`config.mk`:
```
export PLATFORM = sky130hd
export DESIGN_NAME = pke_fifo
export DESIGN_NICKNAME = d
export VERILOG_FILES = /design/src/sv/pke_pkg.sv /design/src/sv/pke_fifo.sv
export SDC_FILE = /design/constraint.sdc
export NUM_CORES = 1
export LEC_CHECK = 0
export ABC_AREA = 1
export BUFFER_PORTS_ARGS = -buffer_cell sky130_fd_sc_hd__buf_2
export CORE_MARGIN = 2
export CORE_UTILIZATION = 37
export DETAILED_ROUTE_END_ITERATION = 10
export PLACE_DENSITY = 0.64
export SETUP_SLACK_MARGIN = 0.2
export SYNTH_ARGS = -nofsm -noshare
export SYNTH_HDL_FRONTEND = slang
export SYNTH_SLANG_ARGS = --single-unit
```
`constraint.sdc`:
```
create_clock -name clk_i -period 7.4 [get_ports clk_i]
set_input_delay 1.11 -clock clk_i [delete_from_list [all_inputs] [get_ports clk_i]]
set_output_delay 1.11 -clock clk_i [all_outputs]
set_load 0.1 [all_outputs]
```
`src/sv/pke_pkg.sv`:
```
// Package for the particle kinematics core: field widths, the queue word and constants.
// It has no dependencies. All other files but pke_sqrt refer to it by scoped names.
`default_nettype none
package pke_pkg;

  localparam int MomW  = 20;
  localparam int MassW = 19;
  localparam int PW    = 20;
  localparam int EW    = 21;
  localparam int EtaW  = 15;
  localparam int PhiW  = 16;
  localparam int SumW  = 32;
  localparam int CntW  = 16;

  // ln(2) as Q24, and the largest eta magnitude in units of 1/1024.
  localparam logic [23:0] Ln2Q24   = 24'd11629080;
  localparam logic [15:0] EtaLimit = 16'd8192;

  // One classified particle as it waits in the queue.
  typedef struct packed {
    logic signed [MomW-1:0] px;
    logic signed [MomW-1:0] py;
    logic signed [MomW-1:0] pz;
    logic [MomW-1:0]        ax;
    logic [MomW-1:0]        ay;
    logic [MomW-1:0]        az;
    logic [MassW-1:0]       mass;
    logic                   plane_zero;
    logic                   last;
  } item_t;

  // Circular CORDIC angles atan(2^-i) in units of pi/2^31.
  function automatic logic [29:0] cordic_atan(input logic [4:0] idx);
    logic [29:0] a;
    unique case (idx)
      5'd0:  a = 30'd536870912;
      5'd1:  a = 30'd316933406;
      5'd2:  a = 30'd167458907;
      5'd3:  a = 30'd85004756;
      5'd4:  a = 30'd42667331;
      5'd5:  a = 30'd21354465;
      5'd6:  a = 30'd10679838;
      5'd7:  a = 30'd5340245;
      5'd8:  a = 30'd2670163;
      5'd9:  a = 30'd1335087;
      5'd10: a = 30'd667544;
      5'd11: a = 30'd333772;
      5'd12: a = 30'd166886;
      5'd13: a = 30'd83443;
      5'd14: a = 30'd41722;
      5'd15: a = 30'd20861;
      5'd16: a = 30'd10430;
      5'd17: a = 30'd5215;
      5'd18: a = 30'd2608;
      5'd19: a = 30'd1304;
      5'd20: a = 30'd652;
      5'd21: a = 30'd326;
      5'd22: a = 30'd163;
      5'd23: a = 30'd81;
      5'd24: a = 30'd41;
      5'd25: a = 30'd20;
      5'd26: a = 30'd10;
      5'd27: a = 30'd5;
      5'd28: a = 30'd3;
      5'd29: a = 30'd1;
      5'd30: a = 30'd1;
      default: a = 30'd0;
    endcase
    return a;
  endfunction

endpackage
`default_nettype wire

```
`src/sv/pke_fifo.sv`:
```
// Two-entry queue of classified particle words between front and back end.
// Depends on pke_pkg for the word type.
`default_nettype none
module pke_fifo (
  input  logic           clk_i,
  input  logic           rst_ni,
  input  logic           push_i,
  input  pke_pkg::item_t word_i,
  output logic           full_o,
  input  logic           pop_i,
  output logic           empty_o,
  output pke_pkg::item_t word_o
);

  pke_pkg::item_t mem_q [2];
  logic           wr_q;
  logic           rd_q;
  logic [1:0]     cnt_q;

  assign full_o  = (cnt_q == 2'd2);
  assign empty_o = (cnt_q == 2'd0);
  assign word_o  = mem_q[rd_q];

  always_ff @(posedge clk_i or negedge rst_ni) begin
    if (!rst_ni) begin
      wr_q  <= 1'b0;
      rd_q  <= 1'b0;
      cnt_q <= '0;
    end else begin
      if (push_i) wr_q <= !wr_q;
      if (pop_i)  rd_q <= !rd_q;
      unique case ({push_i, pop_i})
        2'b10:   cnt_q <= cnt_q + 2'd1;
        2'b01:   cnt_q <= cnt_q - 2'd1;
        default: cnt_q <= cnt_q;
      endcase
    end
  end

  always_ff @(posedge clk_i) begin
    if (push_i) begin
      mem_q[wr_q] <= word_i;
    end
  end

endmodule
`default_nettype wire

```
# --- Yosys cells after proc, flatten, opt, wreduce, memory -nomap -nowiden ---
# Memories as Yosys holds them, arrays and structs flattened.
# Cells that the tools add are included.
# W data, S select, Z words.
word_totals:
  register_bits: 4
  mem_bits_rw: 282
  input_bits: 145
  wordCells: 16
  n_memories: 1
op_classes:
  addsub: 2
  n_eq_ne: 3
  n_mux: 3
  reduce_logical: 4
mem_list:
  columns: ["memory", "words", "word_bits", "rd", "rd_clocked_by_memory_dff", "wr", "line", "text"]
  rows:
  - ["mem_q", 2, 141, 1, 0, 1, "pke_fifo.sv:15", "pke_pkg::item_t mem_q [2];"]
op_table:
  columns: ["operator", "n"]
  rows:
  - ["$eq A2 B2 Y1 const B", 2]
  - ["$pmux W2 S2", 1]
  - ["$add A2 B1 Y2 const B", 1]
  - ["$eq A2 B1 Y1 const B", 1]
  - ["$logic_not A1 Y1", 2]
  - ["$logic_not A2 Y1", 1]
  - ["$mux W1", 2]
  - ["$reduce_bool A2 Y1", 1]
  - ["$sub A2 B1 Y2 const B", 1]

# --- Logic depth before layout (Yosys ltp) ---
depth:
  ltp_word: 2
  depth_mapped: 7

# --- Worst setup path before layout ---
# Ideal clock, no wire load.
synth_timing:
  path_type: "input to register"
  start: "input push_i"
  end: "memory mem_q[0][0] in the netlist's numbering (enable)"
  arrival_time_ps: 7073
  required_ps: 6753
  setup_slack_ps: -320
  cell_stages: 2
  path_buffers: 0
  cell_sequence: "inv_1 > nor2_1"
synth_between:
  elab_chain_len: 2
synth_lines:
  columns: ["item", "line", "text"]
  rows:
  - ["start: declaration", "pke_fifo.sv:7", "input logic push_i,"]
  - ["$mux W1", "pke_fifo.sv:41", "if (push_i) begin"]
  - ["$mux W1 (not written as such)", "pke_fifo.sv:42", "mem_q[wr_q] <= word_i;"]
  - ["end: declaration", "pke_fifo.sv:15", null]
# No other way between the ends.

==> metrics.cfg <==
[clock_tree]
path_clk_slew_ns = 0.06
postCtsResizedCells = 0
worstSkewPairLatency_ns = 0.54
clock_sinks = 286
post-cts-setup-buffers = 0
numCtsBuffers = 30
cts_buffer_depth = 3
cts_tree = done
root_buffer = clkbuf_16
hold_buffers = 0
htreeDepth = 1

[synth]
yosysWarnings = 0
ys_ff_latch = 286
yosysSeqAreaShare = 0.809
netlist-cell-type-count = 14
synth.avg_cell_area_um2 = 13.9
syn_area_mm2 = 0.0106
syn_nets = 906
synth_cells = 760

[timing]
worst_slew_pin_slew_ns = 1.04
slew_headroom = 0.309
max_freq_mhz = 235
rsz0062_at_grt = false
fin_crit_sh = 0.576
hold_violations = 0
finClkSkew_ns = 0.00738
final-max-slew-violation-count = 0
tns_ns = 0
setup_violations = 0
fin_crit_ns = 4.26

[setup_path]
start_kind = register
cpMaxStageDelayCell = dfrtp_4
worst_setup_path_end_kind = output pin
cp_top_family = buffers and inverters
path_cells = buf_4 > nand2_1 > o21ai_0 > buf_2
worst_path_largest_cell_delay_ns = 0.88
critPathKind = reg2out
critPathRequiredTime_ns = 6.29
cp_max_fo = 116
path_buf_inv = 2
rrSetupSlack_ns = 5.04
arrival_ns = 3.15

[run]
drv_cap = 0

[drt]
dr_total_vias = 6326
via_per_inst = 4.35
post_drt_wl_per_cell_um = 14.7
drt-total-wl_um = 21300
antenna_left = 0
post-route-drc-count = 0
drt-initial-drc-count = 281
first_pass_iters = 4

[floorplan]
fp.coreArea_mm2 = 0.0280
num_io_pins = 288
dieArea_mm2 = 0.0300
initial_core_util = 0.378
chipHeight_um = 173
die_w_um = 173
num_rows = 61

[finish]
syn2layout_area_growth_pct = 25.5
drive_gt1_frac = 0.306
fin_area_mm2 = 0.0133
final_common_cell = buf_2
final_cell_mix = buf_2, edfxtp_1, inv_1, nand2_1, o21ai_0
fillers = 2485
fin_nets = 1199

[global_route]
track_usage = 0.139
grt_pass1_vias = 6237
gr-total-overflow = 0
grt_pass1_wl_um = 33200
antenna_found_initial = 2
grt_max_degree = 117

[place]
io_buffers = 287
dp_hpwl_um = 13700
gp_congestion = 0.723
placed_cell_area_mm2 = 0.0124

[hold_path]
worst_hold_path_type = in2async

[run_status]
status = finished clean

## worst reg2reg max path: cells and delay by family, from the launching register on
family | cells | cell delay, ns
buffers and inverters | 2 | 1.38
and+or+nand+nor | 1 | 0.14
DFF | 1 | 0.42
## cell families after synthesis
logic type | Yosys count | synth area share
adders and majority gates | 1 | 0.00118
xor gates and xnor gates | 3 | 0.00248
AOI/OAI and AO/OA | 141 | 0.0666
DFF | 286 | 0.809
buffers and inverters | 178 | 0.0669
and+or+nand+nor | 151 | 0.0539
## layout make-up
type / count / area [µm²] / share of cell area
Antenna cell: 2 / 5.00 / 0.000377
Multi-Input combinational cell: 296 / 1320 / 0.0995
Inverter: 147 / 557 / 0.0419
Tap cell: 378 / 473 / 0.0356
Sequential cell: 286 / 8570 / 0.645
Clock inverter: 12 / 73.8 / 0.00555
Timing Repair Buffer: 292 / 1470 / 0.111
Clock buffer: 41 / 813 / 0.0612
## metal layers
layer	track usage	up-vias	routed length, µm
li1	-	3156	-
met1	0.169	2917	8820
met2	0.236	216	10200
met3	0.0438	37	1700
met4	0.0431	0	590
met5	0	-	0
## sequential cells by signal, indices dropped and copies added, names as in the netlist
name	flops
mem_q	282
cnt_q	2
rd_q	1
wr_q	1
## metrics by stage
step,cells,hold slack (ns),worst slack (ns),util
4_1_cts,1452,0.329,3.05,0.474
3_3_place_gp,1399,0.484,3.70,0.443
5_1_grt,1453,0.331,2.82,0.474
6_report,1454,0.358,3.14,0.474
3_5_place_dp,1399,0.492,3.66,0.443
2_1_floorplan,760,0.463,2.15,-
## synthesized netlist by cell type
master | instances | area, µm²
edfxtp_1 | 282 | 8470
inv_1 | 147 | 552
nand2_1 | 146 | 548
o21ai_0 | 141 | 706
buf_2 | 29 | 145
dfrtp_1 | 4 | 100
nor2_1 | 3 | 11.3
xor2_1 | 2 | 17.5
buf_4 | 1 | 7.51
clkbuf_1 | 1 | 3.75
ha_1 | 1 | 12.5
nand3_1 | 1 | 5.00
nand4_1 | 1 | 6.26
xnor2_1 | 1 | 8.76
## final timing paths
kind,start,endpoint,depth (start not counted)
max,rd_q$_DFFE_PN0P_,word_o[117],4
min,rst_ni,rd_q$_DFFE_PN0P_,1
max reg2reg,wr_q$_DFFE_PN0P_,mem_q[1][125]$_DFFE_PP_,3
min reg2reg,cnt_q[1]$_DFFE_PN0P_,cnt_q[1]$_DFFE_PN0P_,2
max in group asynchronous,rst_ni,rd_q$_DFFE_PN0P_,1
min in group clk_i,cnt_q[1]$_DFFE_PN0P_,cnt_q[1]$_DFFE_PN0P_,2
Power is left out: the tool's default activity adds up to more than one toggle a clock period on the data nets, which glitch-free logic cannot reach.
