===== src/sv/pke_pkg.sv =====
// Package for the particle kinematics core: field widths, the queue word and constants.
// It has no dependencies. All other files but pke_sqrt refer to it by scoped names.
`default_nettype none
package pke_pkg;

  localparam int MomW  = 20;
  localparam int MassW = 19;
  localparam int PW    = 20;
  localparam int EW    = 21;
  localparam int EtaW  = 15;
  localparam int PhiW  = 16;
  localparam int SumW  = 32;
  localparam int CntW  = 16;

  // ln(2) as Q24, and the largest eta magnitude in units of 1/1024.
  localparam logic [23:0] Ln2Q24   = 24'd11629080;
  localparam logic [15:0] EtaLimit = 16'd8192;

  // One classified particle as it waits in the queue.
  typedef struct packed {
    logic signed [MomW-1:0] px;
    logic signed [MomW-1:0] py;
    logic signed [MomW-1:0] pz;
    logic [MomW-1:0]        ax;
    logic [MomW-1:0]        ay;
    logic [MomW-1:0]        az;
    logic [MassW-1:0]       mass;
    logic                   plane_zero;
    logic                   last;
  } item_t;

  // Circular CORDIC angles atan(2^-i) in units of pi/2^31.
  function automatic logic [29:0] cordic_atan(input logic [4:0] idx);
    logic [29:0] a;
    unique case (idx)
      5'd0:  a = 30'd536870912;
      5'd1:  a = 30'd316933406;
      5'd2:  a = 30'd167458907;
      5'd3:  a = 30'd85004756;
      5'd4:  a = 30'd42667331;
      5'd5:  a = 30'd21354465;
      5'd6:  a = 30'd10679838;
      5'd7:  a = 30'd5340245;
      5'd8:  a = 30'd2670163;
      5'd9:  a = 30'd1335087;
      5'd10: a = 30'd667544;
      5'd11: a = 30'd333772;
      5'd12: a = 30'd166886;
      5'd13: a = 30'd83443;
      5'd14: a = 30'd41722;
      5'd15: a = 30'd20861;
      5'd16: a = 30'd10430;
      5'd17: a = 30'd5215;
      5'd18: a = 30'd2608;
      5'd19: a = 30'd1304;
      5'd20: a = 30'd652;
      5'd21: a = 30'd326;
      5'd22: a = 30'd163;
      5'd23: a = 30'd81;
      5'd24: a = 30'd41;
      5'd25: a = 30'd20;
      5'd26: a = 30'd10;
      5'd27: a = 30'd5;
      5'd28: a = 30'd3;
      5'd29: a = 30'd1;
      5'd30: a = 30'd1;
      default: a = 30'd0;
    endcase
    return a;
  endfunction

endpackage
`default_nettype wire


===== src/sv/pke_if.sv =====
// Handshake interfaces for the particle word and the result word.
// Depends on pke_pkg for the field widths.
`default_nettype none
interface pke_item_if;
  logic                           valid;
  logic                           ready;
  logic signed [pke_pkg::MomW-1:0] mom_x;
  logic signed [pke_pkg::MomW-1:0] mom_y;
  logic signed [pke_pkg::MomW-1:0] mom_z;
  logic [pke_pkg::MassW-1:0]       rest_mass;
  logic                           last_of_event;
  modport source(output valid, mom_x, mom_y, mom_z, rest_mass, last_of_event, input ready);
  modport sink(input valid, mom_x, mom_y, mom_z, rest_mass, last_of_event, output ready);
endinterface

`default_nettype wire


===== src/sv/pke_front.sv =====
// Front end: takes particle words, forms magnitudes and flags, and holds one
// classified word until the queue takes it. Depends on pke_pkg and pke_if.
`default_nettype none
module pke_front (
  input  logic           clk_i,
  input  logic           rst_ni,
  pke_item_if.sink       item_i,
  input  logic           full_i,
  output logic           push_o,
  output pke_pkg::item_t word_o
);

  logic           valid_q;
  pke_pkg::item_t word_q;
  pke_pkg::item_t word_d;

  always_comb begin
    word_d.px         = item_i.mom_x;
    word_d.py         = item_i.mom_y;
    word_d.pz         = item_i.mom_z;
    word_d.ax         = item_i.mom_x[pke_pkg::MomW-1] ? pke_pkg::MomW'(-item_i.mom_x)
                                                      : item_i.mom_x;
    word_d.ay         = item_i.mom_y[pke_pkg::MomW-1] ? pke_pkg::MomW'(-item_i.mom_y)
                                                      : item_i.mom_y;
    word_d.az         = item_i.mom_z[pke_pkg::MomW-1] ? pke_pkg::MomW'(-item_i.mom_z)
                                                      : item_i.mom_z;
    word_d.mass       = item_i.rest_mass;
    word_d.plane_zero = (item_i.mom_x == '0) && (item_i.mom_y == '0);
    word_d.last       = item_i.last_of_event;
  end

  assign item_i.ready = !valid_q || !full_i;
  assign push_o       = valid_q && !full_i;
  assign word_o       = word_q;

  always_ff @(posedge clk_i or negedge rst_ni) begin
    if (!rst_ni) begin
      valid_q <= 1'b0;
    end else if (item_i.ready) begin
      valid_q <= item_i.valid;
    end
  end

  always_ff @(posedge clk_i) begin
    if (item_i.valid && item_i.ready) begin
      word_q <= word_d;
    end
  end

endmodule
`default_nettype wire


===== src/flat_wrapper.sv =====
// flat-port wrapper written by rule: the top's interface ports become plain ports
module pke_front_flat 
  (clk_i, rst_ni, full_i, push_o, word_o, item_i_valid, item_i_mom_x, item_i_mom_y, item_i_mom_z, item_i_rest_mass, item_i_last_of_event, item_i_ready);
  pke_item_if item_i_i ();
  input  logic clk_i;
  input  logic rst_ni;
  input  logic full_i;
  output logic push_o;
  output pke_pkg::item_t word_o;
  input wire logic [$bits(item_i_i.valid)-1:0] item_i_valid;
  input wire logic [$bits(item_i_i.mom_x)-1:0] item_i_mom_x;
  input wire logic [$bits(item_i_i.mom_y)-1:0] item_i_mom_y;
  input wire logic [$bits(item_i_i.mom_z)-1:0] item_i_mom_z;
  input wire logic [$bits(item_i_i.rest_mass)-1:0] item_i_rest_mass;
  input wire logic [$bits(item_i_i.last_of_event)-1:0] item_i_last_of_event;
  output wire logic [$bits(item_i_i.ready)-1:0] item_i_ready;
  assign item_i_i.valid = item_i_valid;
  assign item_i_i.mom_x = item_i_mom_x;
  assign item_i_i.mom_y = item_i_mom_y;
  assign item_i_i.mom_z = item_i_mom_z;
  assign item_i_i.rest_mass = item_i_rest_mass;
  assign item_i_i.last_of_event = item_i_last_of_event;
  assign item_i_ready = item_i_i.ready;
  pke_front u_core (.clk_i(clk_i), .rst_ni(rst_ni), .item_i(item_i_i), .full_i(full_i), .push_o(push_o), .word_o(word_o));
endmodule

===== config.mk =====
export PLATFORM = sky130hd
export DESIGN_NAME = pke_front_flat
export DESIGN_NICKNAME = d
export VERILOG_FILES = /design/src/sv/pke_pkg.sv /design/src/sv/pke_if.sv /design/src/sv/pke_front.sv /design/src/flat_wrapper.sv
export SDC_FILE = /design/constraint.sdc
export NUM_CORES = 1
export LEC_CHECK = 0
export BUFFER_PORTS_ARGS = -buffer_cell sky130_fd_sc_hd__buf_2
export CAP_MARGIN = 20
export CORE_MARGIN = 2
export CORE_UTILIZATION = 51
export CTS_CLUSTER_SIZE = 30
export DETAILED_ROUTE_END_ITERATION = 8
export MAX_ROUTING_LAYER = met4
export PLACE_DENSITY = 0.93
export RECOVER_POWER = 100
export REMOVE_ABC_BUFFERS = 1
export SLEW_MARGIN = 10
export SYNTH_ARGS = -nofsm -noshare
export SYNTH_HDL_FRONTEND = slang
export SYNTH_SLANG_ARGS = --single-unit

===== constraint.sdc =====
create_clock -name clk_i -period 8.6 [get_ports clk_i]
set_input_delay 0.86 -clock clk_i [delete_from_list [all_inputs] [get_ports clk_i]]
set_output_delay 0.86 -clock clk_i [all_outputs]
set_load 0.05 [all_outputs]

# After elaboration in Yosys (flattened, before gate mapping)
# Index checks and enable logic that the tools add are counted.
[word_totals] regBits=142 inputBits=84 out_inout_bits=143 word_cells=27
[classes] addsub=3 muxes=3 reduce_logical=8
[ops] operator="20-bit negation" n=3
[ops] operator="19-bit two-way mux" n=3
[ops] operator="20-bit zero test" n=2
[ops] operator="1-bit logical AND" n=3
[ops] operator="1-bit zero test" n=2
[ops] operator="1-bit logical OR" n=1

# Logic depth before layout (Yosys ltp)
# Gate-level depths: netlist of the first run.
[logic_depth] word_depth=3 ltp_mapped=6

# Worst setup path after synthesis of the first run
# OpenSTA, ideal clock, no wires.
[synth_timing] kind="input port to flip-flop" from="input port full_i" to="register u_core.word_q, in the netlist u_core.word_o[0] (enable)" t_arrival_ns=4.478 slack_ns=3.609 cell_stages=2 n_path_buf=0 path_cell_list="nand2_1 > and2_1"
[synth_between] elab_chain_len=3
[synth_lines] item="from (decl)" line="flat_wrapper.sv:7" rtl="input logic full_i;"
[synth_lines] item="1-bit zero test" line="pke_front.sv:32" rtl="assign item_i.ready = !valid_q || !full_i;"
[synth_lines] item="1-bit logical OR" line="pke_front.sv:32"
[synth_lines] item="1-bit logical AND" line="pke_front.sv:45" rtl="if (item_i.valid && item_i.ready) begin"
[synth_lines] item="to (signal assigned)" line="pke_front.sv:46" rtl="word_q <= word_d;"
[synth_lines] item="to (decl)" line="pke_front.sv:14" rtl="pke_pkg::item_t word_q;"
# No other way between the ends.
# A chain may end at the register's enable or synchronous reset.

# Worst setup path in the final report of the first run
[layout_timing] from="input port full_i" to="register u_core.word_q, in the netlist u_core.word_o[71] (enable)"
# Same word-level chain as after synthesis.

==> results of run 1 <==
## critical path: cells and delay by family
kind / cells / cell delay, ns
simple gates: 2 / 2.37
buf+inv: 2 / 1.16
## metrics by stage
| step | worst slack [ns] | cells |
|---|---|---|
| floorplan | 3.61 | 314 |
| global placement | 5.64 | 677 |
| detailed placement | 5.58 | 677 |
| CTS | 6.11 | 709 |
| global route | 3.80 | 709 |
| finish | 4.24 | 709 |
## worst max path at each step
| stage | cells after the start | start | end |
|---|---|---|---|
| after detailed placement | 4 | full_i | u_core.word_o[125] |
| after global routing | 4 | full_i | u_core.word_o[63] |
| final | 4 | full_i | u_core.word_o[71] |
| after floorplan | 2 | full_i | u_core.word_o[0] |
| after global placement | 4 | full_i | u_core.word_o[124] |
| after CTS | 4 | full_i | u_core.word_o[124] |
## cell families (layout without fill, tap and decap cells)
kind of cell / Yosys count / after routing / synth area share (%)
AO/OA/AOI/OAI: 42 / 42 / 4.98
XOR/XNOR: 51 / 51 / 8.27
adder cells (fa/ha/maj): 3 / 3 / 0.695
buffers and inverters: 19 / 269 / 1.53
flip-flops: 139 / 139 / 77.2
AND/OR/NAND/NOR: 69 / 69 / 7.30
## final cells by class
class / count / area, sq um
Timing Repair Buffer: 227 / 881
Inverter: 10 / 37.5
Clock buffer: 17 / 414
Sequential cell: 139 / 4170
Clock inverter: 15 / 174
Tap cell: 136 / 170
Fill cell: 828 / 3340
Multi-Input combinational cell: 165 / 1140
## placed cells by master, fill, tap and decap left out, types with 3 or more instances in the layout
cell type                    count
sky130_fd_sc_hd__o41ai_1         6
sky130_fd_sc_hd__nor4b_1         3
sky130_fd_sc_hd__nor2_1          4
sky130_fd_sc_hd__o31ai_1        14
sky130_fd_sc_hd__clkbuf_16      16
sky130_fd_sc_hd__xnor2_1        47
sky130_fd_sc_hd__nor4_1          8
sky130_fd_sc_hd__clkbuf_1      206
sky130_fd_sc_hd__clkinvlp_4      3
sky130_fd_sc_hd__xor2_1          4
sky130_fd_sc_hd__a21oi_1         3
sky130_fd_sc_hd__clkinv_4        3
sky130_fd_sc_hd__bufinv_16       3
sky130_fd_sc_hd__ha_1            3
sky130_fd_sc_hd__nand2b_1        5
sky130_fd_sc_hd__nand3_1         6
sky130_fd_sc_hd__nor3_1          6
sky130_fd_sc_hd__buf_2          20
sky130_fd_sc_hd__or3_1           4
sky130_fd_sc_hd__nand2_1        19
sky130_fd_sc_hd__o21ai_0        18
sky130_fd_sc_hd__edfxtp_1      138
sky130_fd_sc_hd__inv_1          10
## flip-flops by register name, indices dropped and copies added (netlist names)
name	cells
u_core.valid_q	1
u_core.word_o	138
## per-layer routing
layer | part of all wire (%) | GRT usage [%] | vias up
met5 | 0 | - | -
met2 | 52 | 36.1 | 223
met4 | 1.8 | 8.53 | 0
met1 | 37 | 25.5 | 1788
met3 | 9.3 | 7.17 | 18
li1 | - | - | 1713
## power breakdown
group | leakage (nW) | total, mW | switching (mW) | internal (mW)
combinational | 0.663 | 0.267 | 0.219 | 0.0476
clock | 0.280 | 0.712 | 0.271 | 0.441
sequential | 1.33 | 0.814 | 0.0126 | 0.801
==> impl_metrics.prom, run 1 <==
# TYPE chip_impl_metric gauge
chip_impl_info{name="outcome",value="finished with violations"} 1
chip_impl_info{name="failing_checks",value="max-capacitance violations, max-slew violations"} 1
chip_impl_metric{name="dieArea",unit="sq um"} 11400
chip_impl_metric{name="slew_headroom",unit="%"} -109
chip_impl_metric{name="placed_cell_area",unit="sq um"} 6670
chip_impl_metric{name="r2r.worst_path.cells",unit=""} 3
chip_impl_metric{name="routed_wl",unit="mm"} 12.2
chip_impl_metric{name="maxClockFrequency",unit="GHz"} 0.229
chip_impl_info{name="crit_path_top_delay_cell",value="sky130_fd_sc_hd__and2_0"} 1
chip_impl_metric{name="worstPathArrival",unit="ns"} 4.48
chip_impl_metric{name="cp_data_required_time",unit="ns"} 8.72
chip_impl_metric{name="ios",unit=""} 227
chip_impl_metric{name="power",unit="mW"} 1.79
chip_impl_metric{name="yosys_warnings",unit=""} 0
chip_impl_metric{name="synth_edf_count",unit=""} 138
chip_impl_metric{name="synth.top_cell.area_share",unit="%"} 76.8
chip_impl_metric{name="power-per-cell-area",unit="nW/um^2"} 257
chip_impl_info{name="cell_chain_critical_path",value="clkbuf_1 > nand2_1 > and2_0 > buf_4"} 1
chip_impl_metric{name="grt_start_max_net_pins",unit=""} 89
chip_impl_info{name="worstReg2RegStart",value="u_core.valid_q"} 1
chip_impl_info{name="synth.top_cells.by_count",value="sky130_fd_sc_hd__edfxtp_1, sky130_fd_sc_hd__xnor2_1, sky130_fd_sc_hd__nand2_1, sky130_fd_sc_hd__o21ai_0, sky130_fd_sc_hd__o31ai_1"} 1
chip_impl_metric{name="post_synth_instance_area",unit="sq um"} 5400
chip_impl_metric{name="global_route_wire_length_before_repair",unit="mm"} 18.4
chip_impl_metric{name="timing.final.hold_violations",unit=""} 0
chip_impl_metric{name="syn_inst",unit=""} 323
chip_impl_metric{name="syn_area_per_cell",unit="sq um"} 16.7
chip_impl_metric{name="avgRoutedWirePerCell",unit="um"} 17.2
chip_impl_metric{name="final_cell_area",unit="sq um"} 6990
chip_impl_metric{name="post-dp-hpwl",unit="mm"} 8.81
chip_impl_metric{name="fin_crit",unit="ns"} 4.36
chip_impl_metric{name="fp.dieH",unit="um"} 107
chip_impl_metric{name="critical-path-max-stage-delay",unit="ns"} 2.27
chip_impl_info{name="timing.rr.end",value="u_core.word_o[71]"} 1
chip_impl_info{name="worst_hold_path_type",value="input port to asynchronous set/reset pin"} 1
chip_impl_metric{name="postLayoutCoreUtil",unit="%"} 67.7
chip_impl_metric{name="fin_skew",unit="ns"} 0.00774
chip_impl_metric{name="report.final.slew_viol_count",unit=""} 52
chip_impl_metric{name="seq_cells_post_synth",unit=""} 139
chip_impl_metric{name="synth.distinct_cells",unit=""} 32
chip_impl_metric{name="vias",unit=""} 3742
chip_impl_metric{name="cts_buffers",unit=""} 17
chip_impl_metric{name="insertedDiodeCount",unit=""} 0
chip_impl_metric{name="count_of_maximum_capacitance_violations",unit=""} 1
chip_impl_info{name="netlist_top_cells_area",value="sky130_fd_sc_hd__edfxtp_1, sky130_fd_sc_hd__xnor2_1, sky130_fd_sc_hd__o31ai_1"} 1
chip_impl_metric{name="grt_overflow",unit=""} 0
chip_impl_metric{name="cts_sinks",unit=""} 139
chip_impl_info{name="synth.most_common_cell",value="sky130_fd_sc_hd__edfxtp_1"} 1
chip_impl_metric{name="detail_route.drc_violations",unit=""} 0
chip_impl_metric{name="h_tree_levels",unit=""} 4
chip_impl_metric{name="final_setup_viols",unit=""} 0
chip_impl_metric{name="accumulated_negative_setup_slack",unit="ns"} 0
chip_impl_metric{name="worstMarginPinSlew",unit="ns"} 3.13
chip_impl_metric{name="die_x",unit="um"} 107
chip_impl_info{name="clockRootBuffer",value="sky130_fd_sc_hd__clkbuf_8"} 1
chip_impl_metric{name="gp_congestion",unit=""} 0.863
chip_impl_metric{name="grt_pass1_vias",unit=""} 3650
chip_impl_metric{name="clock_insertion_delay_worst_skew",unit="ns"} 0.50
chip_impl_info{name="grt_setup_unrepaired",value="no"} 1
chip_impl_metric{name="timing.hold.ws",unit="ns"} 0.120
chip_impl_info{name="synth_top_area_cell",value="sky130_fd_sc_hd__edfxtp_1"} 1
chip_impl_info{name="tritoncts",value="built"} 1
chip_impl_metric{name="clk_transition_reported_paths",unit="ns"} 0.06
chip_impl_metric{name="max-vdd-ir-drop",unit="mV"} 0.116
chip_impl_metric{name="antenna_found_initial",unit=""} 0
chip_impl_info{name="path_class",value="input port to flip-flop"} 1
chip_impl_metric{name="max-clock-path-buffers",unit=""} 2
chip_impl_metric{name="routed_via_density",unit=""} 5.28
chip_impl_metric{name="placement_rows",unit=""} 37
chip_impl_metric{name="detail-route-antenna-nets",unit=""} 0
chip_impl_info{name="timing.critical_path.to_type",value="flip-flop"} 1
chip_impl_metric{name="place.port_buffers",unit=""} 226
chip_impl_metric{name="firstDrtPassIters",unit=""} 4
chip_impl_metric{name="drt_first_iter_violations",unit=""} 190
chip_impl_metric{name="synth_sequential_area_ratio",unit="%"} 77.2
chip_impl_metric{name="postCtsHoldBufs",unit=""} 0
chip_impl_metric{name="final_layout_size_suffix_gt1_share",unit="%"} 9.25
chip_impl_metric{name="initial_core_util",unit="%"} 52.3
chip_impl_metric{name="timing.critical_path.fanout_max",unit=""} 88
chip_impl_metric{name="grt.total_usage",unit="%"} 22.1
chip_impl_metric{name="post_cts_resized",unit=""} 0
chip_impl_info{name="yosys_most_used_dff",value="sky130_fd_sc_hd__edfxtp_1"} 1
chip_impl_metric{name="syn_to_final_growth",unit="%"} 29.4
chip_impl_metric{name="core_region_area",unit="sq um"} 10300
chip_impl_metric{name="cellLeakagePower",unit="nW"} 2.27
chip_impl_metric{name="share_of_flip_flops_with_an_asynchronous_set_or_reset_after_synthesis",unit="%"} 0.719
chip_impl_metric{name="post_cts_buffers",unit=""} 0
chip_impl_metric{name="fin_nets",unit=""} 647
chip_impl_info{name="critical_path.startpoint_type",value="input port"} 1
chip_impl_metric{name="regToRegSetupSlack",unit="ns"} 4.30
chip_impl_metric{name="share_of_the_clock_period_used_by_the_worst_path",unit="%"} 50.7
No activity file was read; power rests on OpenSTA's default activity.
==> run 2, diff against run 1 <==
- ABC_AREA: unset -> 1
- CORE_UTILIZATION: 51 -> 44
- PLACE_DENSITY: 0.93 -> 0.85
- clock period: 8.6 -> 3.5 ns (I/O delays scaled with it)
==> impl_metrics.prom, run 2 <==
# TYPE chip_impl_metric gauge
chip_impl_info{name="outcome",value="finished clean"} 1
chip_impl_metric{name="post-dp-hpwl",unit="mm"} 9.95
chip_impl_metric{name="cts_buffers",unit=""} 17
chip_impl_metric{name="maxClockFrequency",unit="GHz"} 0.437
chip_impl_metric{name="synth.distinct_cells",unit=""} 29
chip_impl_metric{name="core_region_area",unit="sq um"} 13300
chip_impl_metric{name="syn_to_final_growth",unit="%"} 23.7
chip_impl_metric{name="placement_rows",unit=""} 42
chip_impl_metric{name="routed_via_density",unit=""} 4.79
chip_impl_metric{name="die_x",unit="um"} 121
chip_impl_metric{name="grt_overflow",unit=""} 0
chip_impl_metric{name="dieArea",unit="sq um"} 14600
chip_impl_metric{name="timing.critical_path.fanout_max",unit=""} 59
chip_impl_metric{name="post_synth_instance_area",unit="sq um"} 6000
chip_impl_info{name="netlist_top_cells_area",value="sky130_fd_sc_hd__edfxtp_1, sky130_fd_sc_hd__nand2_1, sky130_fd_sc_hd__xor2_1"} 1
chip_impl_info{name="timing.critical_path.to_type",value="flip-flop"} 1
chip_impl_metric{name="grt_pass1_vias",unit=""} 4105
chip_impl_metric{name="cp_num_buf_inv",unit=""} 1
chip_impl_metric{name="final_layout_size_suffix_gt1_share",unit="%"} 9.33
chip_impl_info{name="mostFrequentLayoutCell",value="sky130_fd_sc_hd__clkbuf_1"} 1
chip_impl_metric{name="largest_register_ffs",unit=""} 138
chip_impl_metric{name="post_cts_resized",unit=""} 0
chip_impl_metric{name="max-clock-path-buffers",unit=""} 2
chip_impl_metric{name="cellLeakagePower",unit="nW"} 2.87
chip_impl_metric{name="detail_route.drc_violations",unit=""} 0
chip_impl_metric{name="synth_edf_count",unit=""} 138
chip_impl_info{name="synth_top_area_cell",value="sky130_fd_sc_hd__edfxtp_1"} 1
chip_impl_metric{name="synth_sequential_area_ratio",unit="%"} 69.5
chip_impl_metric{name="avgRoutedWirePerCell",unit="um"} 14.9
chip_impl_metric{name="routed_wl",unit="mm"} 13.5
chip_impl_metric{name="post_cts_buffers",unit=""} 0
chip_impl_info{name="clockRootBuffer",value="sky130_fd_sc_hd__clkbuf_16"} 1
chip_impl_metric{name="clk_transition_reported_paths",unit="ns"} 0.05
chip_impl_metric{name="count_of_maximum_capacitance_violations",unit=""} 0
chip_impl_metric{name="fp.dieH",unit="um"} 121
chip_impl_metric{name="critical-path-max-stage-delay",unit="ns"} 1.11
chip_impl_metric{name="h_tree_levels",unit=""} 4
chip_impl_metric{name="cp_data_required_time",unit="ns"} 3.52
chip_impl_metric{name="regToRegSetupSlack",unit="ns"} 1.21
chip_impl_metric{name="accumulated_negative_setup_slack",unit="ns"} 0
chip_impl_info{name="grt_setup_unrepaired",value="no"} 1
chip_impl_metric{name="clock_insertion_delay_worst_skew",unit="ns"} 0.41
chip_impl_metric{name="grt.total_usage",unit="%"} 19.1
chip_impl_metric{name="share_of_flip_flops_with_an_asynchronous_set_or_reset_after_synthesis",unit="%"} 0.719
chip_impl_info{name="critical_path.startpoint_type",value="flip-flop"} 1
chip_impl_metric{name="gp_congestion",unit=""} 0.867
chip_impl_metric{name="r2r.worst_path.cells",unit=""} 2
chip_impl_metric{name="fin_skew",unit="ns"} 0.00632
chip_impl_metric{name="slew_headroom",unit="%"} 3.10
chip_impl_metric{name="final_setup_viols",unit=""} 0
chip_impl_metric{name="cellInternalPower",unit="mW"} 2.96
chip_impl_info{name="synth.most_common_cell",value="sky130_fd_sc_hd__edfxtp_1"} 1
chip_impl_info{name="cell_chain_critical_path",value="a21oi_1 > clkbuf_2"} 1
chip_impl_metric{name="grt_start_max_net_pins",unit=""} 80
chip_impl_metric{name="timing.final.hold_violations",unit=""} 0
chip_impl_metric{name="cts_sinks",unit=""} 139
chip_impl_info{name="tritoncts",value="built"} 1
chip_impl_metric{name="report.final.slew_viol_count",unit=""} 0
chip_impl_metric{name="power_switching_share",unit="%"} 29.0
chip_impl_metric{name="share_comb_of_total_power",unit="%"} 16.7
chip_impl_metric{name="ios",unit=""} 227
chip_impl_metric{name="power",unit="mW"} 4.16
chip_impl_metric{name="worstPathArrival",unit="ns"} 2.30
chip_impl_metric{name="place.port_buffers",unit=""} 226
chip_impl_metric{name="initial_core_util",unit="%"} 45.1
chip_impl_info{name="worstReg2RegStart",value="u_core.valid_q"} 1
chip_impl_metric{name="fin_nets",unit=""} 806
chip_impl_metric{name="vias",unit=""} 4342
chip_impl_info{name="cp_top_family",value="buffers and inverters"} 1
chip_impl_metric{name="share_of_the_clock_period_used_by_the_worst_path",unit="%"} 65.3
chip_impl_info{name="yosys_most_used_dff",value="sky130_fd_sc_hd__edfxtp_1"} 1
chip_impl_metric{name="firstDrtPassIters",unit=""} 5
chip_impl_metric{name="seqPwrFrac",unit="%"} 47.9
chip_impl_metric{name="synth.top_cell.area_share",unit="%"} 69.1
chip_impl_info{name="layout.cells.most_common_list",value="sky130_fd_sc_hd__clkbuf_1, sky130_fd_sc_hd__edfxtp_1, sky130_fd_sc_hd__nand2_1"} 1
chip_impl_info{name="min-delay-start",value="item_i_rest_mass[2]"} 1
chip_impl_metric{name="power-per-cell-area",unit="nW/um^2"} 561
chip_impl_metric{name="global_route_wire_length_before_repair",unit="mm"} 20.5
chip_impl_info{name="path_class",value="flip-flop to flip-flop"} 1
chip_impl_metric{name="max-vdd-ir-drop",unit="mV"} 0.278
chip_impl_metric{name="syn_area_per_cell",unit="sq um"} 12.5
chip_impl_info{name="min_delay_worst_endpoint",value="u_core.word_o[4]"} 1
chip_impl_metric{name="antenna_found_initial",unit=""} 1
chip_impl_metric{name="drt_first_iter_violations",unit=""} 262
chip_impl_metric{name="hold-path-cell-count",unit=""} 1
chip_impl_info{name="worst_hold_path_type",value="input port to flip-flop"} 1
chip_impl_metric{name="detail-route-antenna-nets",unit=""} 0
chip_impl_metric{name="power.share.clock",unit="%"} 35.4
chip_impl_metric{name="timing.hold.ws",unit="ns"} 0.109
chip_impl_info{name="crit_path_top_delay_cell",value="sky130_fd_sc_hd__clkbuf_2"} 1
chip_impl_metric{name="syn_inst",unit=""} 480
chip_impl_metric{name="seq_cells_post_synth",unit=""} 139
chip_impl_metric{name="p_sw",unit="mW"} 1.21
chip_impl_metric{name="fin_crit",unit="ns"} 2.29
chip_impl_metric{name="worstMarginPinSlew",unit="ns"} 1.45
chip_impl_info{name="synth.top_cells.by_count",value="sky130_fd_sc_hd__edfxtp_1, sky130_fd_sc_hd__nand2_1, sky130_fd_sc_hd__inv_1, sky130_fd_sc_hd__nand3_1, sky130_fd_sc_hd__nor2_1"} 1
chip_impl_info{name="timing.rr.end",value="u_core.word_o[38]"} 1
chip_impl_metric{name="yosys_warnings",unit=""} 0
-- run 2: cell count changes after synthesis, sizes merged, moves of 8 or more --
cell | before | now
nor2 | 4 | 46
xor2 | 4 | 24
xnor2 | 47 | 7
inv | 10 | 59
nand3 | 6 | 40
o31ai | 14 | 0
nand2 | 19 | 112
nor4 | 8 | 0
-- run 2: power groups by stage --
stage | combinational [mW] | sequential [mW] | clock, mW
after floorplan | 0.169 | 2.40 | 0
after global placement | 0.736 | 2.02 | 0
after detailed placement | 0.750 | 2.02 | 0
after CTS | 0.753 | 1.99 | 1.51
after global routing | 0.740 | 2.00 | 1.59
final | 0.697 | 1.99 | 1.47
-- run 2: cell families (layout without fill, tap and decap cells) --
| family | count (synthesis) | in the layout | share of synthesized area, % |
|---|---|---|---|
| AND/OR/NAND/NOR | 215 | 215 | 17.8 |
| flip-flops | 139 | 139 | 69.5 |
| buffers and inverters | 68 | 317 | 4.86 |
| XOR/XNOR | 31 | 31 | 4.53 |
| AO/OA/AOI/OAI | 24 | 24 | 2.63 |
| adder cells (fa/ha/maj) | 3 | 3 | 0.626 |
| other | 0 | 1 | 0 |
-- run 2: worst max-delay path by stage --
| stage | startpoint | endpoint | slack [ns] | cells past startpoint |
|---|---|---|---|---|
| global route | u_core.valid_q | u_core.word_o[38] | 1.02 | 2 |
| global placement | item_i_mom_y[0] | u_core.word_o[57] | 1.94 | 8 |
| finish | u_core.valid_q | u_core.word_o[38] | 1.21 | 2 |
| detailed placement | item_i_mom_x[1] | u_core.word_o[77] | 1.86 | 8 |
| CTS | u_core.valid_q | push_o | 1.88 | 3 |
| floorplan | u_core.valid_q | u_core.word_o[0] | -4.23 | 1 |
-- run 2: metal layers --
metal	part of all wire [%]	vias up	GRT usage, %
met5	0	-	-
met3	6.4	25	5.19
met4	2.2	0	8.43
met2	50	165	31.0
met1	41	2046	22.2
li1	-	2106	-
-- run 2: area by class of cell --
type                       instances  area (sq um)
multi-input combinational        273          1420
clock buffer                      21           440
antenna                            1          2.50
tap                              176           220
fill                            1272          5880
sequential                       139          4170
inverter                          59           221
clock inverter                     8          31.3
timing repair buffer             229           912
-- run 2: worst register-to-register path, cell delays in order (launching register included) --
cell and delay [ns]:
sky130_fd_sc_hd__dfrtp_1 0.40, sky130_fd_sc_hd__a21oi_1 0.31, sky130_fd_sc_hd__clkbuf_2 1.12
-- run 2: stage by stage --
| stage | setup WS [ns] | area (sq um) | cells | utilization, % |
|---|---|---|---|---|
| global route | 1.02 | 7420 | 906 | 55.8 |
| CTS | 1.88 | 7810 | 905 | 58.7 |
| floorplan | -4.23 | 5930 | 471 | - |
| detailed placement | 1.86 | 7330 | 875 | 55.1 |
| global placement | 1.94 | 7330 | 875 | 55.1 |
| finish | 1.21 | 7420 | 906 | 55.8 |
-- run 2: what timing repair did --
item | 4_1_cts | 5_1_grt
endpoints found under the hold margin | 1 | 0
hold buffers | 1 | 0
endpoints found under the setup margin | 0 | 0
==> run 3, diff against run 2 <==
- CORE_UTILIZATION: 44 -> 49
- PLACE_DENSITY: 0.85 -> 0.89
- clock period: 3.5 -> 2.2 ns (I/O delays scaled with it)
==> impl_metrics.prom, run 3 (synthesis results as in run 2) <==
# TYPE chip_impl_metric gauge
chip_impl_metric{name="power-per-cell-area",unit="nW/um^2"} 929
chip_impl_metric{name="fp.dieH",unit="um"} 115
chip_impl_metric{name="global_route_wire_length_before_repair",unit="mm"} 22.3
chip_impl_metric{name="timing.hold.ws",unit="ns"} 0.00526
chip_impl_metric{name="syn_to_final_growth",unit="%"} 29.7
chip_impl_metric{name="timing.critical_path.fanout_max",unit=""} 59
chip_impl_info{name="worstReg2RegStart",value="u_core.valid_q"} 1
chip_impl_metric{name="ios",unit=""} 227
chip_impl_metric{name="clock_insertion_delay_worst_skew",unit="ns"} 0.42
chip_impl_metric{name="drt_first_iter_violations",unit=""} 551
chip_impl_metric{name="grt.total_usage",unit="%"} 23.3
chip_impl_metric{name="timing.final.hold_violations",unit=""} 0
chip_impl_metric{name="fin_nets",unit=""} 832
chip_impl_metric{name="firstDrtPassIters",unit=""} 7
chip_impl_metric{name="slew_headroom",unit="%"} 35.5
chip_impl_metric{name="detail_route.drc_violations",unit=""} 0
chip_impl_metric{name="worst_slack_setup_final",unit="ns"} 0.379
chip_impl_metric{name="post_cts_resized",unit=""} 0
chip_impl_metric{name="dp_worst_setup_slack",unit="ns"} 0.702
chip_impl_info{name="grt_setup_unrepaired",value="no"} 1
chip_impl_metric{name="fillerInstances",unit=""} 963
chip_impl_metric{name="maxClockFrequency",unit="GHz"} 0.549
chip_impl_info{name="path_class",value="flip-flop to flip-flop"} 1
chip_impl_metric{name="report.final.slew_viol_count",unit=""} 0
chip_impl_metric{name="final_setup_viols",unit=""} 0
chip_impl_metric{name="final_layout_size_suffix_gt1_share",unit="%"} 10.4
chip_impl_metric{name="worstMarginPinSlew",unit="ns"} 0.968
chip_impl_metric{name="routed_via_density",unit=""} 5.11
chip_impl_metric{name="antenna_found_initial",unit=""} 0
chip_impl_metric{name="max-clock-path-buffers",unit=""} 2
chip_impl_metric{name="cells_after_dpl",unit=""} 846
chip_impl_metric{name="grt_start_max_net_pins",unit=""} 80
chip_impl_metric{name="share_of_the_clock_period_used_by_the_worst_path",unit="%"} 82.8
chip_impl_metric{name="die_x",unit="um"} 115
chip_impl_metric{name="fin_skew",unit="ns"} 0.00855
chip_impl_metric{name="count_of_maximum_capacitance_violations",unit=""} 0
chip_impl_info{name="worst_hold_path_type",value="input port to flip-flop"} 1
chip_impl_metric{name="placed_cell_area",unit="sq um"} 7290
chip_impl_metric{name="power",unit="mW"} 7.22
chip_impl_metric{name="dieArea",unit="sq um"} 13100
chip_impl_metric{name="postCtsHoldBufs",unit=""} 25
chip_impl_metric{name="post-dp-hpwl",unit="mm"} 10.3
chip_impl_metric{name="routed_wl",unit="mm"} 15.1
chip_impl_metric{name="grt_pass1_vias",unit=""} 4417
chip_impl_metric{name="initial_core_util",unit="%"} 50.1
chip_impl_info{name="outcome",value="finished clean"} 1
chip_impl_metric{name="final_cell_area",unit="sq um"} 7770
chip_impl_metric{name="gp_congestion",unit=""} 0.892
chip_impl_metric{name="cts_sinks",unit=""} 139
chip_impl_info{name="mostFrequentLayoutCell",value="sky130_fd_sc_hd__clkbuf_1"} 1
chip_impl_info{name="clockRootBuffer",value="sky130_fd_sc_hd__clkbuf_16"} 1
chip_impl_metric{name="h_tree_levels",unit=""} 4
chip_impl_info{name="min-delay-start",value="item_i_valid"} 1
chip_impl_metric{name="postLayoutCoreUtil",unit="%"} 65.0
chip_impl_metric{name="layoutNonFillerInstCount",unit=""} 905
chip_impl_metric{name="placement_rows",unit=""} 40
chip_impl_metric{name="max-vdd-ir-drop",unit="mV"} 0.384
chip_impl_info{name="tritoncts",value="built"} 1
chip_impl_metric{name="avgRoutedWirePerCell",unit="um"} 16.7
chip_impl_info{name="layout.cells.most_common_list",value="sky130_fd_sc_hd__clkbuf_1, sky130_fd_sc_hd__edfxtp_1, sky130_fd_sc_hd__nand2_1"} 1
chip_impl_info{name="crit_path_start",value="u_core.valid_q"} 1
chip_impl_metric{name="largest_register_ffs",unit=""} 138
chip_impl_metric{name="place.port_buffers",unit=""} 226
chip_impl_metric{name="cellLeakagePower",unit="nW"} 3.02
chip_impl_metric{name="insertedDiodeCount",unit=""} 0
chip_impl_metric{name="post_cts_buffers",unit=""} 0
chip_impl_metric{name="clk_transition_reported_paths",unit="ns"} 0.06
chip_impl_info{name="critical_path.startpoint_type",value="flip-flop"} 1
chip_impl_metric{name="cp_data_required_time",unit="ns"} 2.24
chip_impl_metric{name="fin_crit",unit="ns"} 1.82
chip_impl_metric{name="detail-route-antenna-nets",unit=""} 0
chip_impl_metric{name="vias",unit=""} 4623
chip_impl_metric{name="accumulated_negative_setup_slack",unit="ns"} 0
chip_impl_metric{name="grt_overflow",unit=""} 0
chip_impl_info{name="timing.critical_path.to_type",value="flip-flop"} 1
chip_impl_metric{name="cts_buffers",unit=""} 17
chip_impl_metric{name="worstPathArrival",unit="ns"} 1.87
chip_impl_metric{name="core_region_area",unit="sq um"} 12000
## run 3: cell count changes in the layout (fill, tap and decap cells not counted), sizes merged
cell | before | now
clkinv | 8 | 5
dlygate4sd3 | 1 | 27
clkinvlp | 0 | 5
diode | 1 | 0
bufinv | 0 | 3
inv | 59 | 60
buf | 24 | 21
## run 3: worst paths after layout
| path | endpoint | slack (ns) | cells past startpoint |
|---|---|---|---|
| worst max-delay path | u_core.word_o[96] | 0.38 | 2 |
| worst min-delay path | u_core.valid_q | 0.005 | 3 |
| worst max register to register | u_core.word_o[96] | 0.38 | 2 |
| worst min register to register | u_core.valid_q | 0.53 | 2 |
| max in group asynchronous | u_core.valid_q | 2.01 | 2 |
| min in group asynchronous | u_core.valid_q | 0.09 | 2 |
## run 3: layout make-up
type / instances / area [sq um] / area share (%)
multi-input cells: 273 / 1430 / 18.4
flip-flops and latches: 139 / 4170 / 53.6
inverters: 59 / 221 / 2.85
well taps: 147 / 184 / 2.37
clock inverters: 14 / 173 / 2.22
repair buffers: 255 / 1170 / 15.1
clock buffers: 18 / 429 / 5.52
## run 3: per-layer routing
layer | GRT usage (%) | routed length, um | vias to the layer above
li1 | - | - | 2162
met1 | 25.2 | 5610 | 2186
met2 | 39.8 | 7820 | 236
met3 | 7.36 | 1340 | 39
met4 | 9.67 | 361 | 0
met5 | - | 0 | -
## run 3: worst max-delay path: stages (launching register included)
cell	delay, ns
sky130_fd_sc_hd__dfrtp_1	0.39
sky130_fd_sc_hd__a21oi_1	0.29
sky130_fd_sc_hd__clkbuf_4	0.73
## run 3: power by group
group	internal (mW)	switching, mW	total [mW]
clock network	1.78	1.10	2.89
registers	3.12	0.0503	3.17
logic	0.223	0.938	1.16
total	5.13	2.09	7.22
